==> src/hdl/stl_pkg.sv <==
`default_nettype none

package stl_pkg;

	localparam int LINE_BITS_DEF = 24;
	localparam int LINE_W        = 24;
	localparam int DEPTH         = 4;

	// lexer modes
	localparam logic [2:0] M_IDLE    = 3'd0;
	localparam logic [2:0] M_STR     = 3'd1;
	localparam logic [2:0] M_STR_ESC = 3'd2;
	localparam logic [2:0] M_CHR     = 3'd3;
	localparam logic [2:0] M_CHR_ESC = 3'd4;
	localparam logic [2:0] M_NUM     = 3'd5;
	localparam logic [2:0] M_IDENT   = 3'd6;

	// token kinds
	localparam logic [2:0] K_END    = 3'd0;
	localparam logic [2:0] K_STRING = 3'd1;
	localparam logic [2:0] K_CHAR   = 3'd2;
	localparam logic [2:0] K_INT    = 3'd3;
	localparam logic [2:0] K_FLOAT  = 3'd4;
	localparam logic [2:0] K_IDENT  = 3'd5;
	localparam logic [2:0] K_OTHER  = 3'd6;

	localparam logic [7:0] CH_NL     = 8'h0A;
	localparam logic [7:0] CH_SPACE  = 8'h20;
	localparam logic [7:0] CH_QUOTE  = 8'h22;
	localparam logic [7:0] CH_APOS   = 8'h27;
	localparam logic [7:0] CH_DOT    = 8'h2E;
	localparam logic [7:0] CH_BSLASH = 8'h5C;
	localparam logic [7:0] CH_USCORE = 8'h5F;

	localparam logic [0:0] REG_FIRST_LINE = 1'b0;

	typedef struct packed {
		logic [2:0]        kind;
		logic              has_byte;
		logic [7:0]        value_byte;
		logic              token_end;
		logic [LINE_W-1:0] line;
	} res_t;

	typedef struct packed {
		logic       emit;
		logic [2:0] kind;
		logic       token_end;
		logic [2:0] mode;
		logic       newline;
	} start_t;

	function automatic logic is_digit(input logic [7:0] c);
		return (c >= 8'h30) && (c <= 8'h39);
	endfunction

	function automatic logic is_alpha(input logic [7:0] c);
		return ((c >= 8'h61) && (c <= 8'h7A)) || ((c >= 8'h41) && (c <= 8'h5A));
	endfunction

	function automatic logic [7:0] map_escape(input logic [7:0] c);
		case (c)
			8'h61:   return 8'h07; // a
			8'h62:   return 8'h08; // b
			8'h66:   return 8'h0C; // f
			8'h6E:   return 8'h0A; // n
			8'h72:   return 8'h0D; // r
			8'h74:   return 8'h09; // t
			8'h76:   return 8'h0B; // v
			default: return c;
		endcase
	endfunction

	// handling of a byte that arrives between tokens
	function automatic start_t start_tok(input logic [7:0] c);
		start_t s;
		s = '{emit: 1'b0, kind: K_OTHER, token_end: 1'b0, mode: M_IDLE, newline: 1'b0};
		if (c <= CH_SPACE) begin
			s.newline = (c == CH_NL);
		end else if (c == CH_QUOTE) begin
			s.mode = M_STR;
		end else if (c == CH_APOS) begin
			s.mode = M_CHR;
		end else if (is_digit(c)) begin
			s.mode = M_NUM;
			s.emit = 1'b1;
			s.kind = K_INT;
		end else if (is_alpha(c) || c == CH_USCORE) begin
			s.mode = M_IDENT;
			s.emit = 1'b1;
			s.kind = K_IDENT;
		end else begin
			s.emit      = 1'b1;
			s.kind      = K_OTHER;
			s.token_end = 1'b1;
		end
		return s;
	endfunction

endpackage

`default_nettype wire

==> src/hdl/stl_cfg.sv <==
`default_nettype none

module stl_cfg import stl_pkg::*; (
	input  wire logic              clk,
	input  wire logic              arst_n,
	input  wire logic              psel,
	input  wire logic              penable,
	input  wire logic              pwrite,
	input  wire logic [2:0]        paddr,
	input  wire logic [31:0]       pwdata,
	output logic      [31:0]       prdata,
	output logic                   pready,
	output logic      [LINE_W-1:0] first_line
);

	logic [LINE_W-1:0] first_line_q;

	assign pready     = 1'b1;
	assign first_line = first_line_q;

	always_ff @(posedge clk or negedge arst_n) begin
		if (!arst_n) begin
			first_line_q <= LINE_W'(1);
		end else if (psel && penable && pwrite && pready && paddr[2] == REG_FIRST_LINE) begin
			first_line_q <= pwdata[LINE_W-1:0];
		end
	end

	always_comb begin
		prdata = '0;
		if (paddr[2] == REG_FIRST_LINE) begin
			prdata = {{(32-LINE_W){1'b0}}, first_line_q};
		end
	end

endmodule

`default_nettype wire

==> src/hdl/stl_step.sv <==
`default_nettype none

module stl_step import stl_pkg::*; #(
	parameter int LINE_BITS = LINE_BITS_DEF
) (
	input  wire logic [2:0]           mode,
	input  wire logic                 seen_dot,
	input  wire logic [LINE_BITS-1:0] line_count,
	input  wire logic [LINE_BITS-1:0] line_init,
	input  wire logic [7:0]           char_code,
	input  wire logic                 end_of_input,
	output logic      [2:0]           mode_nx,
	output logic                      seen_dot_nx,
	output logic      [LINE_BITS-1:0] line_nx,
	output logic      [1:0]           res_cnt,
	output res_t                      res0,
	output res_t                      res1
);

	logic [LINE_BITS+LINE_W-1:0] line_ext;
	logic [LINE_W-1:0]           line_out;
	logic [2:0]                  open_kind;
	logic                        a_v, b_v;
	res_t                        a, b;
	start_t                      st;
	logic                        nl;
	logic [7:0]                  q;

	assign line_ext = {{LINE_W{1'b0}}, line_count};
	assign line_out = line_ext[LINE_W-1:0];
	assign st       = start_tok(char_code);

	always_comb begin
		case (mode)
			M_STR, M_STR_ESC: open_kind = K_STRING;
			M_CHR, M_CHR_ESC: open_kind = K_CHAR;
			M_NUM:            open_kind = seen_dot ? K_FLOAT : K_INT;
			default:          open_kind = K_IDENT;
		endcase
	end

	always_comb begin
		mode_nx     = mode;
		seen_dot_nx = seen_dot;
		nl          = 1'b0;
		a_v         = 1'b0;
		b_v         = 1'b0;
		a           = '{kind: open_kind, has_byte: 1'b0, value_byte: 8'h00,
		                token_end: 1'b1, line: line_out};
		b           = '{kind: st.kind, has_byte: 1'b1, value_byte: char_code,
		                token_end: st.token_end, line: line_out};
		q           = (mode == M_STR) ? CH_QUOTE : CH_APOS;

		if (end_of_input) begin
			a_v         = (mode != M_IDLE) && (mode <= M_IDENT);
			b_v         = 1'b1;
			b           = '{kind: K_END, has_byte: 1'b0, value_byte: 8'h00,
			                token_end: 1'b1, line: line_out};
			mode_nx     = M_IDLE;
			seen_dot_nx = 1'b0;
		end else begin
			case (mode)
				M_STR, M_CHR: begin
					if (char_code == q) begin
						a_v     = 1'b1;
						mode_nx = M_IDLE;
					end else if (char_code == CH_BSLASH) begin
						mode_nx = (mode == M_STR) ? M_STR_ESC : M_CHR_ESC;
					end else begin
						a_v          = 1'b1;
						a.has_byte   = 1'b1;
						a.value_byte = char_code;
						a.token_end  = 1'b0;
					end
				end
				M_STR_ESC, M_CHR_ESC: begin
					mode_nx      = (mode == M_STR_ESC) ? M_STR : M_CHR;
					a_v          = 1'b1;
					a.has_byte   = 1'b1;
					a.value_byte = map_escape(char_code);
					a.token_end  = 1'b0;
				end
				M_NUM, M_IDENT: begin
					if (is_digit(char_code) ||
					    (mode == M_NUM && char_code == CH_DOT) ||
					    (mode == M_IDENT && (is_alpha(char_code) || char_code == CH_USCORE))) begin
						a_v          = 1'b1;
						a.has_byte   = 1'b1;
						a.value_byte = char_code;
						a.token_end  = 1'b0;
						if (mode == M_NUM && (seen_dot || char_code == CH_DOT)) begin
							seen_dot_nx = 1'b1;
							a.kind      = K_FLOAT;
						end
					end else begin
						// close, then hand the byte back as a fresh start
						a_v         = 1'b1;
						seen_dot_nx = 1'b0;
						mode_nx     = st.mode;
						b_v         = st.emit;
						nl          = st.newline;
					end
				end
				default: begin
					mode_nx = st.mode;
					if (st.mode == M_NUM) begin
						seen_dot_nx = 1'b0;
					end
					a_v = st.emit;
					a   = b;
					nl  = st.newline;
				end
			endcase
		end

		if (end_of_input) begin
			line_nx = line_init;
		end else if (nl && !(&line_count)) begin
			line_nx = line_count + LINE_BITS'(1);
		end else begin
			line_nx = line_count;
		end

		// pack the results towards slot zero
		res_cnt = {1'b0, a_v} + {1'b0, b_v};
		res0    = a_v ? a : b;
		res1    = b;
	end

endmodule

`default_nettype wire

==> src/hdl/stl_rfifo.sv <==
`default_nettype none

module stl_rfifo import stl_pkg::*; (
	input  wire logic       clk,
	input  wire logic       arst_n,
	input  wire logic [1:0] push_cnt,
	input  wire res_t       push0,
	input  wire res_t       push1,
	output logic            room,
	output logic            out_valid,
	input  wire logic       out_ready,
	output res_t            out_res
);

	localparam int PW = $clog2(DEPTH);

	res_t          mem_q [DEPTH];
	logic [PW-1:0] wptr_q, rptr_q;
	logic [PW:0]   cnt_q;
	logic          pop;
	logic [PW-1:0] wptr_p1;

	assign out_valid = (cnt_q != '0);
	assign out_res   = mem_q[rptr_q];
	assign pop       = out_valid && out_ready;
	assign room      = (cnt_q <= (PW+1)'(DEPTH - 2));
	assign wptr_p1   = wptr_q + PW'(1);

	always_ff @(posedge clk or negedge arst_n) begin
		if (!arst_n) begin
			wptr_q <= '0;
			rptr_q <= '0;
			cnt_q  <= '0;
		end else begin
			wptr_q <= wptr_q + PW'(push_cnt);
			if (pop) begin
				rptr_q <= rptr_q + PW'(1);
			end
			cnt_q <= cnt_q + (PW+1)'(push_cnt) - (PW+1)'(pop);
		end
	end

	always_ff @(posedge clk) begin
		if (push_cnt != 2'd0) begin
			mem_q[wptr_q] <= push0;
		end
		if (push_cnt == 2'd2) begin
			mem_q[wptr_p1] <= push1;
		end
	end

endmodule

`default_nettype wire

==> src/hdl/source_token_lexer.sv <==
// Channel   Dir  Fields (lowest bit first)
// s_*       in   tdata: char_code[7:0]; tlast: end_of_input
// m_*       out  tdata: value_byte[7:0], line[31:8]; tuser: kind[2:0], has_byte[3];
//                tlast: token_end
// APB       in   register 0 at address 0: first_line[23:0]
//
// One source byte is taken per cycle while s_tready is high; the lexer state is updated at the same edge.
// Each byte gives up to two result beats into a four-entry result queue; s_tready
// stays high while the queue has room for two, so one-result bytes flow at one
// per cycle while m_tready is high; a two-result byte puts two beats in the queue.
// Reset is asynchronous and clears the lexer state and the queue; no clearing pass.
`default_nettype none

module source_token_lexer import stl_pkg::*; #(
	parameter int LINE_BITS = LINE_BITS_DEF
) (
	input  wire logic        clk,
	input  wire logic        arst_n,
	input  wire logic        s_tvalid,
	output logic             s_tready,
	input  wire logic [7:0]  s_tdata,  // char_code[7:0]
	input  wire logic        s_tlast,
	output logic             m_tvalid,
	input  wire logic        m_tready,
	output logic      [31:0] m_tdata,  // value_byte[7:0], line[31:8]
	output logic      [3:0]  m_tuser,  // kind[2:0], has_byte[3]
	output logic             m_tlast,
	input  wire logic        psel,
	input  wire logic        penable,
	input  wire logic        pwrite,
	input  wire logic [2:0]  paddr,
	input  wire logic [31:0] pwdata,
	output logic      [31:0] prdata,
	output logic             pready
);

	logic [2:0]           mode_q, mode_nx;
	logic                 dot_q, dot_nx;
	logic [LINE_BITS-1:0] line_q, line_nx, line_init;
	logic [LINE_W-1:0]    first_line;
	logic [LINE_BITS+LINE_W-1:0] fl_ext, fl_max;
	logic [1:0]           res_cnt;
	res_t                 res0, res1, out_res;
	logic                 take;

	stl_cfg u_cfg (
		.clk, .arst_n, .psel, .penable, .pwrite, .paddr, .pwdata, .prdata, .pready,
		.first_line
	);

	// clamp the programmed first line to the counter range
	assign fl_ext    = {{LINE_BITS{1'b0}}, first_line};
	assign fl_max    = {{LINE_W{1'b0}}, {LINE_BITS{1'b1}}};
	assign line_init = (fl_ext > fl_max) ? {LINE_BITS{1'b1}} : fl_ext[LINE_BITS-1:0];

	stl_step #(.LINE_BITS(LINE_BITS)) u_step (
		.mode         (mode_q),
		.seen_dot     (dot_q),
		.line_count   (line_q),
		.line_init    (line_init),
		.char_code    (s_tdata),
		.end_of_input (s_tlast),
		.mode_nx      (mode_nx),
		.seen_dot_nx  (dot_nx),
		.line_nx      (line_nx),
		.res_cnt      (res_cnt),
		.res0         (res0),
		.res1         (res1)
	);

	assign take = s_tvalid && s_tready;

	always_ff @(posedge clk or negedge arst_n) begin
		if (!arst_n) begin
			mode_q <= M_IDLE;
			dot_q  <= 1'b0;
			line_q <= LINE_BITS'(1);
		end else if (take) begin
			mode_q <= mode_nx;
			dot_q  <= dot_nx;
			line_q <= line_nx;
		end
	end

	stl_rfifo u_rfifo (
		.clk,
		.arst_n,
		.push_cnt  (take ? res_cnt : 2'd0),
		.push0     (res0),
		.push1     (res1),
		.room      (s_tready),
		.out_valid (m_tvalid),
		.out_ready (m_tready),
		.out_res   (out_res)
	);

	assign m_tdata = {out_res.line, out_res.value_byte};
	assign m_tuser = {out_res.has_byte, out_res.kind};
	assign m_tlast = out_res.token_end;

endmodule

`default_nettype wire

==> config.mk <==
export PLATFORM = sky130hd
export DESIGN_NAME = source_token_lexer
export DESIGN_NICKNAME = d
export VERILOG_FILES = /design/src/hdl/stl_pkg.sv /design/src/hdl/stl_cfg.sv /design/src/hdl/stl_step.sv /design/src/hdl/stl_rfifo.sv /design/src/hdl/source_token_lexer.sv
export SDC_FILE = /design/constraint.sdc
export NUM_CORES = 1
export LEC_CHECK = 0
export BUFFER_PORTS_ARGS = -buffer_cell sky130_fd_sc_hd__buf_2
export CAP_MARGIN = 40
export CORE_UTILIZATION = 45
export CTS_BUF_LIST = sky130_fd_sc_hd__clkbuf_16
export DETAILED_ROUTE_END_ITERATION = 6
export GPL_TIMING_DRIVEN = 0
export PLACE_DENSITY_LB_ADDON = 0.25
export REMOVE_ABC_BUFFERS = 1
export SYNTH_ARGS = -nofsm -noshare
export SYNTH_HDL_FRONTEND = slang
export SYNTH_SLANG_ARGS = --single-unit
==> constraint.sdc <==
create_clock -name clk -period 14.9 [get_ports clk]
set_input_delay 2.235 -clock clk [delete_from_list [all_inputs] [get_ports clk]]
set_output_delay 2.235 -clock clk [all_outputs]
set_load 0.1 [all_outputs]
======== After elaboration in Yosys (flattened, before gate mapping) ========
Memory sizes are Yosys's and may differ from the RTL's.
Cells that the tools add are included.
operators by class
  add/subtract/negate cells ............... 7
  order comparisons ....................... 10
  equality and inequality tests ........... 26
  mux-type cells .......................... 56
  bitwise gates (word level) .............. 1
  reductions and logical operators ........ 35
operator list
  cell                                                                    count
  37-bit two-way mux                                                      3
  24-bit two-way mux                                                      4
  8-bit by 7-bit equality test with 1-bit output (second input constant)  9
  8-bit one-hot mux with 7 select lines                                   1
  3-bit two-way mux                                                       12
  10-bit one-hot mux with 3 select lines                                  1
  24-bit by 1-bit adder with 24-bit output (second input constant)        1
  8-bit by 6-bit equality test with 1-bit output (second input constant)  3
  24-bit > comparator (second input constant)                             1
  24-bit AND reduction                                                    1
  10-bit two-way mux                                                      2
  1-bit two-way mux                                                       19
  3-bit one-hot mux with 3 select lines                                   2
  8-bit by 7-bit >= comparator with 1-bit output (second input constant)  2
  8-bit by 6-bit <= comparator with 1-bit output (second input constant)  2
  8-bit by 7-bit <= comparator with 1-bit output (second input constant)  2
  1-bit logical AND                                                       13
  13-bit two-way mux                                                      1
  3-bit equality test (second input constant)                             4
  5-bit two-way mux                                                       2
  2-bit OR reduction                                                      5
  3-bit nonzero test                                                      3
  8-bit by 4-bit equality test with 1-bit output (second input constant)  1
  8-bit equality test                                                     1
  other kinds (28)                                                        40
storage, ports and cells
  bits in registers ....................... 59
  bits in writable memories ............... 148
  input bits .............................. 51
  output and inout port bits .............. 72
  logic and storage cells ................. 143
  memories ................................ 1
memories
  memory         words  width  rd ports  clocked after Yosys merged registers in  wr ports  line             text
  u_rfifo.mem_q  4      37     1         0                                        2         stl_rfifo.sv:17  res_t mem_q [DEPTH];

======== Depth between registers and ports, before layout ========
Gate-level depths: netlist of run 1.
  word-level depth ........................ 17
  depth in mapped cells ................... 16
  mapped depth without buffers ............ 15

======== Cells and area by module ========
A second synthesis of run 1 with hierarchy kept.
unflattened totals
  cells, all modules ...................... 950
  area total of the unflattened synthesis .. 12704.7 um^2
by module, submodules not included
  module              times used  cells each  area an instance (um^2)  sequential area each (um^2)
  stl_rfifo           1           398         7926.4                   4619.4
  stl_step            1           379         2301.0                   0.0
  source_token_lexer  1           85          1248.7                   701.9
  stl_cfg             1           88          1228.7                   601.8

======== Worst setup path before layout of run 1 ========
Ideal clock, no wire load.
  kind .................................... input to register
  start ................................... in s_tdata[0]
  end ..................................... mem u_rfifo.mem_q[1][0] in the netlist's numbering, enable pin
  setup time .............................. 477 ps
  arrival ................................. 6738 ps
  data required time ...................... 14423 ps
  setup slack ............................. 7685 ps
  stages .................................. 10
  buffers on the path ..................... 1
  cell sequence ........................... buf_6 or3b_1 or4_1 a21o_1 nand2_1 o31ai_1 ha_1 nor2b_1 a21oi_1 nor3_1
RTL lines
  element          line                      text
  start, declared  source_token_lexer.sv:21  input wire logic [7:0] s_tdata,
  end, declared    stl_rfifo.sv:17

==> run_results.csv, run 1 <==
group,metric,value,unit
flow_run,drv_cap,0,
power_and_ir_drop,p_leak,0.004485,µW
timing,setup_tns,0,ns
global_route,grt_max_degree,60,
run_status,status,"finished, final reports clean",
synth,yosysTopAreaCell,"edfxtp_1",
clocking,cts_root_buffer,"clkbuf_16",
final_layout,final_util,0.5441,
floorplanning,boundaryPins,123,
detailed_routing,first_pass_iters,6,
worst_setup_path,cp-end-kind,"register",
final_layout,syn_to_final_growth,16.86,%
worst_setup_path,path_max_fanout,23,
final_layout,nNetsFinal,978,
timing,drv_slew,0,
floorplanning,core_area,0.02209,mm²
detailed_routing,avgViaCountPerCell,6.086,
synth,synth_area_leaders,"edfxtp_1 43%, dfrtp_1 14%, mux4_2 8.1%, a21oi_1 3.0%, mux2_2 2.7%",
timing,maxSlewHeadroom,0.4110,
synth,synthArstFlopShare,0.2850,
clocking,tritoncts,"built",
clocking,cts_setup_buffers,0,
hold_path,holdCritPathClass,"reg -> reg",
synth,syn_avg_cell_area,12.38,µm²
final_layout,layout-drive-gt1-share,0.2519,
detailed_routing,drcViolationCount,0,
timing,final.period_utilization,0.3824,
timing,hold_viol,0,
synth,synth.distinct_cells,72,
synth,synth-main-ff-cell,"edfxtp_1",
worst_setup_path,path_class,"in -> reg",
worst_setup_path,r2r-end,"u_rfifo.mem_q[2][29]$_DFFE_PP_",
timing,worstMarginPinSlew,0.8776,ns
worst_setup_path,reg2reg_slack,10.54,ns
floorplanning,die_height,153.2,µm
clocking,insertion_delay,0.53,ns
power_and_ir_drop,vdd_drop_max,0.1819,mV
timing,post-route-min-period,5.697,ns
timing,skew,0.01226,ns
placement,post-place-cells,1175,
clocking,clock_path_buffers,3,
global_route,antenna_found_initial,0,
detailed_routing,drt_iter0_markers,547,
power_and_ir_drop,finalPower,2733,µW
final_layout,nFillCells,1852,
global_route,grtUsageTotal,0.2215,
floorplanning,die_area,0.02347,mm²
detailed_routing,ant_nets,0,
global_route,grt_pass1_wl,40790,µm
global_route,grt_overflow_total,0,
worst_setup_path,required,15.12,ns
timing,rsz0062_at_grt,"false",
worst_setup_path,crit_path_end,"u_rfifo.mem_q[2][29]$_DFFE_PP_",
clocking,cts_max_level,1,
placement,dp_hpwl,17280,µm
clocking,hold_buffers,0,
synth,ys_warn_count,0,
final_layout,antenna_cells,0,
floorplanning,start_util,0.4656,
timing,max_clock_freq,175.5,MHz
power_and_ir_drop,p_per_area,227.4,mW/mm²
floorplanning,rows,54,
worst_setup_path,reg2reg_from,"mode_q[0]$_DFFE_PN0P_",
synth,yosysSeqAreaShare,0.5758,
final_layout,final_area,0.01202,mm²
final_layout,final_cells,1217,
synth,synth-seq-cells,207,
clocking,cts_buffers,23,
placement,gp_congestion,0.9378,
detailed_routing,drt-total-wl,25480,µm
global_route,grt_pass1_vias,7198,
worst_setup_path,crit_start,"s_tdata[4]",
placement,dpl_cell_area,0.01120,mm²
detailed_routing,wire_per_inst,20.93,µm
synth,synthCells,831,
floorplanning,die_w,153.2,µm
clocking,cts_num_sinks,207,
clocking,cts_resized,0,
worst_setup_path,reg2reg_depth,11,
worst_setup_path,cp.arrival,5.91,ns
detailed_routing,via_count,7407,
synth,yosysTopAreaCellShare,0.4321,
synth,synth-edff-count,148,
placement,port_buffers,103,
timing,setup_viol,0,
synth,synth_area,0.01029,mm²
clocking,clkTransAtPathRegs,0.06,ns
worst_setup_path,cp-start-kind,"input pin",
==> area by class of cell <==
| cell class | instances | area (µm²) | area share |
|---|---|---|---|
| Clock inverter | 19 | 240.2 | 0.01999 |
| Multi-Input combinational cell | 551 | 4065 | 0.3382 |
| Sequential cell | 207 | 5928 | 0.4932 |
| Timing Repair Buffer | 120 | 797.0 | 0.06631 |
| Tap cell | 280 | 350.3 | 0.02915 |
| Clock buffer | 23 | 575.6 | 0.04788 |
| Inverter | 17 | 63.81 | 0.005309 |
==> through the flow <==
| step | setup slack [ns] | hold slack, ns |
|---|---|---|
| 6_report | 9.203 | 0.4891 |
| 5_1_grt | 8.902 | 0.5277 |
| 4_1_cts | 9.235 | 0.4930 |
| 3_5_place_dp | 8.697 | 0.4805 |
| 3_3_place_gp | 4.608 | 0.4788 |
| 2_1_floorplan | 7.774 | 0.4620 |
==> how the worst min path moves through the flow <==
stage                               start                         end  slack [ns]  depth (start not counted)
6_report       u_rfifo.cnt_q[2]$_DFF_PN0_  u_rfifo.cnt_q[2]$_DFF_PN0_        0.49                          1
3_3_place_gp   u_rfifo.cnt_q[2]$_DFF_PN0_  u_rfifo.cnt_q[2]$_DFF_PN0_        0.48                          1
4_1_cts        u_rfifo.cnt_q[2]$_DFF_PN0_  u_rfifo.cnt_q[2]$_DFF_PN0_        0.49                          1
3_5_place_dp   u_rfifo.cnt_q[2]$_DFF_PN0_  u_rfifo.cnt_q[2]$_DFF_PN0_        0.48                          1
5_1_grt        u_rfifo.cnt_q[2]$_DFF_PN0_  u_rfifo.cnt_q[2]$_DFF_PN0_        0.53                          1
2_1_floorplan  u_rfifo.cnt_q[2]$_DFF_PN0_  u_rfifo.cnt_q[2]$_DFF_PN0_        0.46                          1
==> cell usage in the layout (no fill, tap or decap), drive strengths merged, types with 21 or more instances in the layout <==
cell	synthesis	routed
mux2	26	26
o22ai	31	31
nand2	47	47
buf	26	120
o21ai	36	36
nor2b	32	32
nor2	57	57
inv	17	24
dfrtp	57	57
mux4	37	37
clkbuf	37	23
a21oi	61	61
nand3	21	21
edfxtp	148	148
==> cells by family (layout without fill, tap and decap cells) <==
group / Yosys count / count (layout) / synth area share
XOR/XNOR: 10 / 10 / 0.008514
AND/OR/NAND/NOR: 243 / 243 / 0.1229
flip-flops: 207 / 207 / 0.5758
adder cells (fa/ha/maj): 7 / 7 / 0.009245
multiplexers: 67 / 67 / 0.1134
AO/OA/AOI/OAI: 215 / 215 / 0.1353
buffers and inverters: 80 / 179 / 0.03418
other: 2 / 9 / 0.0007301
==> synthesized netlist by cell type (all sizes together) (7+ instances only) <==
cell	instances
or3	12
nor2b	32
nand2	47
clkbuf	37
mux2	26
a21oi	61
a31oi	12
inv	17
and2	7
edfxtp	148
a21o	11
nor3	15
o22ai	31
dfrtp	57
mux4	37
buf	26
nor2	57
nand3	21
nand4	15
o21ai	36
==> layer usage <==
metal,part of all wire,up-vias,global-route usage
li1,-,3392,-
met1,0.44,3658,0.3144
met2,0.47,310,0.3564
met3,0.068,47,0.03119
met4,0.024,0,0.06301
met5,0,-,0
==> worst max-delay path, stage by stage <==
cell	delay (ns)
buf_2	0.22
or4_1	0.59
o21ai_0	0.32
a211oi_1	0.13
o22ai_1	0.44
inv_1	0.10
ha_1	0.36
nor2b_1	0.29
nand2_1	0.23
nor2_1	0.14
a21oi_1	0.07
nor2_4	0.49
buf_12	0.27
==> power by group <==
group | leakage (µW) | internal [µW] | total [µW] | switching, µW
clock | 0.000411 | 372 | 603 | 232
sequential | 0.00207 | 770 | 903 | 134
combinational | 0.00201 | 321 | 1230 | 905
==> registers in the layout (all words and copies together), names as in the netlist <==
name              count
dot_q                 1
line_q               24
mode_q                3
u_cfg.first_line     24
u_rfifo.cnt_q         3
u_rfifo.mem_q       148
u_rfifo.rptr_q        2
u_rfifo.wptr_q        2
(Power assumes the default switching activity.)
==> run 2: changes to the inputs <==
--- a/config.mk
+++ b/config.mk
@@ -5,6 +5,7 @@
 export SDC_FILE = /design/constraint.sdc
 export NUM_CORES = 1
 export LEC_CHECK = 0
+export ABC_AREA = 1
 export BUFFER_PORTS_ARGS = -buffer_cell sky130_fd_sc_hd__buf_2
 export CAP_MARGIN = 40
 export CORE_UTILIZATION = 45
==> constraint.sdc (replaced) <==
create_clock -name clk -period 4.8 [get_ports clk]
set_input_delay 0.72 -clock clk [delete_from_list [all_inputs] [get_ports clk]]
set_output_delay 0.72 -clock clk [all_outputs]
set_load 0.1 [all_outputs]
==> run_results.csv, run 2 <==
group,metric,value,unit
run_status,status,"finished, final reports clean",
timing,post-route-min-period,4.430,ns
placement,port_buffers,103,
detailed_routing,drcViolationCount,0,
synth,synth_area,0.01055,mm²
placement,detailedPlace.worstSlack,-0.1790,ns
global_route,use_met1,0.3126,
detailed_routing,wire_per_inst,15.65,µm
clocking,clkTransAtPathRegs,0.06,ns
final_layout,layout_common_cells,"236 x nand2_1, 178 x nor2_1, 148 x edfxtp_1, 118 x o21ai_0, 104 x buf_2",
timing,max_clock_freq,225.7,MHz
floorplanning,die_area,0.02406,mm²
synth,synth_area_leaders,"edfxtp_1 42%, dfrtp_1 14%, nand2_1 8.4%, nor2_1 6.3%, o21ai_0 5.8%",
worst_setup_path,worstPathCellList,"buf_2 > clkinvlp_4 > buf_16 > nand2_2 > inv_2 > nor2_2 > ha_1 > nand2_1 > nor2_1 > inv_2 > nor2_2 > inv_2 > o21ai_4 > buf_16 > buf_16",
synth,synth_common_cells,"236 x nand2_1, 178 x nor2_1, 148 x edfxtp_1, 122 x o21ai_0, 94 x inv_1",
final_layout,layout_commonest_cell,"nand2_1",
floorplanning,die_w,155.1,µm
global_route,grt_pass1_vias,7628,
worst_setup_path,reg2reg_depth,17,
worst_setup_path,cp-start-kind,"input pin",
synth,synthCells,1177,
final_layout,top_register,"u_rfifo.mem_q",
power_and_ir_drop,vdd_drop_max,0.5515,mV
synth,synth-seq-cells,207,
clocking,clock_path_buffers,3,
detailed_routing,drt-total-wl,24890,µm
synth,yosysSeqAreaShare,0.5616,
synth,ys_warn_count,0,
timing,maxSlewHeadroom,0.4196,
floorplanning,core_area,0.02285,mm²
worst_setup_path,path_class,"in -> reg",
global_route,grt_overflow_total,0,
worst_setup_path,slowest_stage,"buf_2",
worst_setup_path,reg2reg_from,"mode_q[2]$_DFFE_PN0P_",
synth,synth.distinct_cells,46,
detailed_routing,avgViaCountPerCell,5.196,
worst_setup_path,required,5.00,ns
global_route,grtUsageTotal,0.2099,
hold_path,holdCritPathClass,"in -> async",
synth,synth-main-ff-cell,"edfxtp_1",
clocking,cts_root_buffer,"clkbuf_16",
timing,final.period_utilization,0.9230,
power_and_ir_drop,p_per_area,752.3,mW/mm²
worst_setup_path,reg2reg_slack,0.97,ns
timing,hold_viol,0,
detailed_routing,via_count,8261,
placement,dp_hpwl,17170,µm
synth,yosysMostFrequentCell,"nand2_1",
timing,setup_viol,0,
worst_setup_path,path_max_fanout,42,
global_route,grt_pass1_wl,40220,µm
worst_setup_path,r2r-end,"u_rfifo.mem_q[3][21]$_DFFE_PP_",
synth,synth-edff-count,148,
worst_setup_path,crit_family,"buffers and inverters",
timing,worstMarginPinSlew,0.8706,ns
detailed_routing,first_pass_iters,5,
final_layout,nNetsFinal,1319,
final_layout,syn_to_final_growth,15.71,%
synth,yosysTopAreaCellShare,0.4214,
power_and_ir_drop,finalPower,9181,µW
worst_setup_path,cp.arrival,4.63,ns
synth,yosysTopAreaCell,"edfxtp_1",
detailed_routing,ant_nets,0,
floorplanning,rows,55,
clocking,cts_buffers,22,
synth,syn_avg_cell_area,8.961,µm²
flow_run,drv_cap,0,
floorplanning,start_util,0.4617,
global_route,grt_use_met3,0.02730,
timing,fin_ws,0.3698,ns
timing,rsz0062_at_grt,"false",
clocking,tritoncts,"built",
global_route,grt_use_met2,0.3263,
timing,skew,0.01189,ns
clocking,cts_max_level,1,
timing,drv_slew,0,
synth,synthArstFlopShare,0.2850,
final_layout,largest_reg_flops,148,
global_route,antenna_found_initial,0,
worst_setup_path,critPathBufInv,8,
worst_setup_path,critical_path.max_stage_delay,0.64,ns
placement,gp_congestion,0.8953,
final_layout,antenna_cells,0,
worst_setup_path,cp-end-kind,"register",
clocking,insertion_delay,0.50,ns
clocking,cts_num_sinks,207,
floorplanning,die_height,155.1,µm
clocking,cts_setup_buffers,0,
floorplanning,boundaryPins,123,
detailed_routing,drt_iter0_markers,614,
final_layout,layout-drive-gt1-share,0.1613,
power_and_ir_drop,p_leak,0.005113,µW
global_route,grt_max_degree,55,
global_route,grt-busiest-layer,"met2",
==> run 2: changes by cell type after synthesis, moves of 16 or more <==
cell     change
xor2_1      +16
a21oi_1     -23
nand3_1     +23
o21ai_0     +99
mux4_2      -37
nor2_1     +121
nor2b_1     -32
mux2_2      -25
inv_1       +77
nand2_1    +189
==> run 2: worst max-delay path by stage <==
stage / depth (start not counted) / slack [ns] / from / to
2_1_floorplan: 5 / -0.93 / u_rfifo.cnt_q[1]$_DFF_PN0_ / u_rfifo.mem_q[0][0]$_DFFE_PP_
3_3_place_gp: 8 / -3.89 / s_tlast / u_rfifo.mem_q[3][27]$_DFFE_PP_
3_5_place_dp: 15 / -0.18 / s_tlast / u_rfifo.mem_q[3][5]$_DFFE_PP_
4_1_cts: 15 / 0.34 / s_tlast / u_rfifo.mem_q[3][18]$_DFFE_PP_
5_1_grt: 15 / 0.09 / s_tlast / u_rfifo.mem_q[3][18]$_DFFE_PP_
6_report: 15 / 0.37 / s_tlast / u_rfifo.mem_q[3][21]$_DFFE_PP_
==> run 2: power breakdown <==
| part | switching, µW | total (µW) | internal (µW) |
|---|---|---|---|
| combinational | 3700 | 4660 | 967 |
| sequential | 402 | 2900 | 2490 |
| clock | 680 | 1620 | 944 |
==> run 2: cell families after synthesis <==
| kind of cell | synth area share |
|---|---|
| compound gates | 0.1222 |
| xor+xnor | 0.02159 |
| fa+ha+maj | 0.009015 |
| buf+inv | 0.07070 |
| flops | 0.5616 |
| other cells | 0.0007120 |
| simple gates | 0.2142 |
==> run 2: per-stage QoR <==
step | area [µm²] | TNS, ns | std cells | util | hold WS (ns)
floorplan | 10230 | -137.72 | 1118 | - | 0.4244
global placement | 11140 | -595.44 | 1534 | 0.4876 | 0.4822
detailed placement | 11500 | -11.11 | 1549 | 0.5033 | 0.4858
CTS | 12200 | 0 | 1589 | 0.5338 | 0.2040
global route | 12200 | 0 | 1590 | 0.5342 | 0.2273
finish | 12200 | 0 | 1590 | 0.5342 | 0.2019
==> run 2: metal layers <==
layer	wire length (µm)	vias up
met5	0	-
met4	432	0
met3	1519	40
met2	11060	249
met1	11880	3851
li1	-	4121
==> run 2: cell type report <==
class	count	area, µm²
tap	313	391.6
timing repair inverter	1	5.005
clock inverter	18	145.1
clock buffer	22	550.5
sequential	207	5924
multi-input combinational	804	3950
timing repair buffer	118	829.5
inverter	107	407.9
fill	2086	10640
==> run 2: repair_timing <==
action | CTS | global route
gates resized for setup | 0 | 1
endpoints found under the setup margin | 0 | 36
hold buffers | 0 | 0
hold endpoints to repair | 0 | 0
==> run 3: changes to the inputs <==
--- a/config.mk
+++ b/config.mk
@@ -10,10 +10,12 @@
 export CAP_MARGIN = 40
 export CORE_UTILIZATION = 45
 export CTS_BUF_LIST = sky130_fd_sc_hd__clkbuf_16
+export CTS_CLUSTER_DIAMETER = 40
 export DETAILED_ROUTE_END_ITERATION = 6
 export GPL_TIMING_DRIVEN = 0
 export PLACE_DENSITY_LB_ADDON = 0.25
 export REMOVE_ABC_BUFFERS = 1
+export SKIP_CTS_REPAIR_TIMING = 1
 export SYNTH_ARGS = -nofsm -noshare
 export SYNTH_HDL_FRONTEND = slang
 export SYNTH_SLANG_ARGS = --single-unit
==> constraint.sdc (replaced) <==
create_clock -name clk -period 4.8 [get_ports clk]
set_input_delay 0.48 -clock clk [delete_from_list [all_inputs] [get_ports clk]]
set_output_delay 0.48 -clock clk [all_outputs]
set_load 0.1 [all_outputs]
==> run_results.csv, run 3 (synthesized netlist as in run 2, its figures left out) <==
group,metric,value,unit
floorplanning,die_area,0.02406,mm²
final_layout,layout-drive-gt1-share,0.1673,
detailed_routing,first_pass_iters,4,
floorplanning,rows,55,
global_route,grt_overflow_total,0,
clocking,cts_num_sinks,207,
global_route,grt_pass1_wl,40320,µm
floorplanning,die_height,155.1,µm
final_layout,final_area,0.01233,mm²
floorplanning,start_util,0.4617,
clocking,cts_buffers,26,
timing,maxSlewHeadroom,0.4584,
worst_setup_path,cp.arrival,4.47,ns
clocking,cts_max_level,1,
global_route,grt_max_degree,55,
worst_setup_path,cp-start-kind,"input pin",
power_and_ir_drop,vdd_drop_max,0.5181,mV
worst_setup_path,path_max_fanout,41,
timing,fin_ws,0.5583,ns
timing,worstMarginPinSlew,0.8093,ns
global_route,grt_pass1_vias,7787,
detailed_routing,drt_iter0_markers,635,
clocking,insertion_delay,0.53,ns
detailed_routing,ant_nets,0,
timing,hold_viol,0,
worst_setup_path,slowest_stage,"inv_1",
placement,port_buffers,103,
clocking,tritoncts,"built",
final_layout,layout_commonest_cell,"nand2_1",
timing,final.period_utilization,0.8837,
power_and_ir_drop,p_per_area,759.3,mW/mm²
run_status,status,"finished, final reports clean",
placement,gp_congestion,0.8953,
final_layout,antenna_cells,0,
final_layout,layout_common_cells,"236 x nand2_1, 178 x nor2_1, 148 x edfxtp_1, 118 x o21ai_0, 104 x buf_2",
worst_setup_path,cp-end-kind,"register",
clocking,cts_root_buffer,"clkbuf_16",
timing,setup_viol,0,
timing,drv_slew,0,
power_and_ir_drop,p_leak,0.005196,µW
clocking,clock_path_buffers,3,
placement,dpl_cell_area,0.01150,mm²
floorplanning,boundaryPins,123,
detailed_routing,drcViolationCount,0,
clocking,clkTransAtPathRegs,0.06,ns
hold_path,holdCritPathClass,"in -> reg",
floorplanning,core_area,0.02285,mm²
worst_setup_path,path_class,"in -> reg",
placement,dp_hpwl,17170,µm
timing,rsz0062_at_grt,"false",
final_layout,syn_to_final_growth,16.88,%
detailed_routing,drt-total-wl,24930,µm
worst_setup_path,worstPathCellList,"buf_2 > inv_1 > buf_16 > nand2_2 > inv_2 > nor2_2 > ha_1 > nand2_1 > nor2_1 > inv_2 > nor2_2 > inv_2 > o21ai_4 > buf_16 > buf_16",
final_layout,nNetsFinal,1323,
flow_run,drv_cap,0,
timing,max_clock_freq,235.8,MHz
worst_setup_path,required,5.03,ns
floorplanning,die_w,155.1,µm
global_route,grtUsageTotal,0.2104,
timing,skew,0.01695,ns
detailed_routing,via_count,8239,
detailed_routing,wire_per_inst,15.60,µm
final_layout,top_register,"u_rfifo.mem_q",
detailed_routing,avgViaCountPerCell,5.156,
timing,post-route-min-period,4.242,ns
final_layout,largest_reg_flops,148,
placement,detailedPlace.worstSlack,0.06098,ns
global_route,antenna_found_initial,0,
worst_setup_path,critical_path.max_stage_delay,0.61,ns
run 3: metal layers:
layer,share of wire,track usage,up-vias
met3,0.057,0.03175,53
met5,0,0,-
li1,-,-,4132
met2,0.45,0.3312,239
met4,0.020,0.05658,0
met1,0.48,0.3040,3815
run 3: final timing paths:
| kind | from | end | slack [ns] | depth (start not counted) |
|---|---|---|---|---|
| hold reg to reg | u_cfg.first_line[0]$_DFFE_PN1P_ | u_cfg.first_line[0]$_DFFE_PN1P_ | 0.49 | 2 |
| setup / recovery | s_tlast | u_rfifo.mem_q[3][16]$_DFFE_PP_ | 0.56 | 15 |
| min in group asynchronous | arst_n | line_q[4]$_DFFE_PN0P_ | 0.51 | 2 |
| setup reg to reg | mode_q[2]$_DFFE_PN0P_ | u_rfifo.mem_q[3][16]$_DFFE_PP_ | 0.98 | 17 |
| hold / removal | pwdata[0] | u_cfg.first_line[0]$_DFFE_PN1P_ | 0.20 | 3 |
| max in group asynchronous | arst_n | u_rfifo.rptr_q[0]$_DFFE_PN0P_ | 3.67 | 3 |
run 3: worst max-delay path, delay by kind of cell:
kind / cells / cell delay, ns
adders and majority gates: 1 / 0.25
AOI/OAI and AO/OA: 1 / 0.27
buffers and inverters: 8 / 2.33
and+or+nand+nor: 5 / 1.09
run 3: area by class of cell:
class / instances / area, µm²
Tap cell: 313 / 391.6
Fill cell: 2067 / 10520
Timing Repair Buffer: 119 / 839.6
Sequential cell: 207 / 5924
Clock inverter: 22 / 167.7
Clock buffer: 26 / 650.6
Inverter: 107 / 404.1
Multi-Input combinational cell: 804 / 3950
run 3: stage by stage:
step / power, µW / setup TNS [ns] / instances / hold slack [ns] / util
floorplan: 6459 / -137.72 / 1118 / 0.1844 / -
global placement: 7409 / -550.97 / 1534 / 0.4822 / 0.4876
detailed placement: 7587 / 0 / 1549 / 0.4858 / 0.5033
CTS: 9399 / 0 / 1597 / -0.06500 / 0.5392
global route: 9866 / 0 / 1598 / 0.1953 / 0.5396
finish: 9360 / 0 / 1598 / 0.1967 / 0.5396
run 3: power breakdown:
| part | total, µW | internal (µW) | switching (µW) |
|---|---|---|---|
| logic | 4660 | 966 | 3690 |
| clock network | 1800 | 1050 | 743 |
| registers | 2900 | 2490 | 408 |
| total | 9360 | 4520 | 4840 |
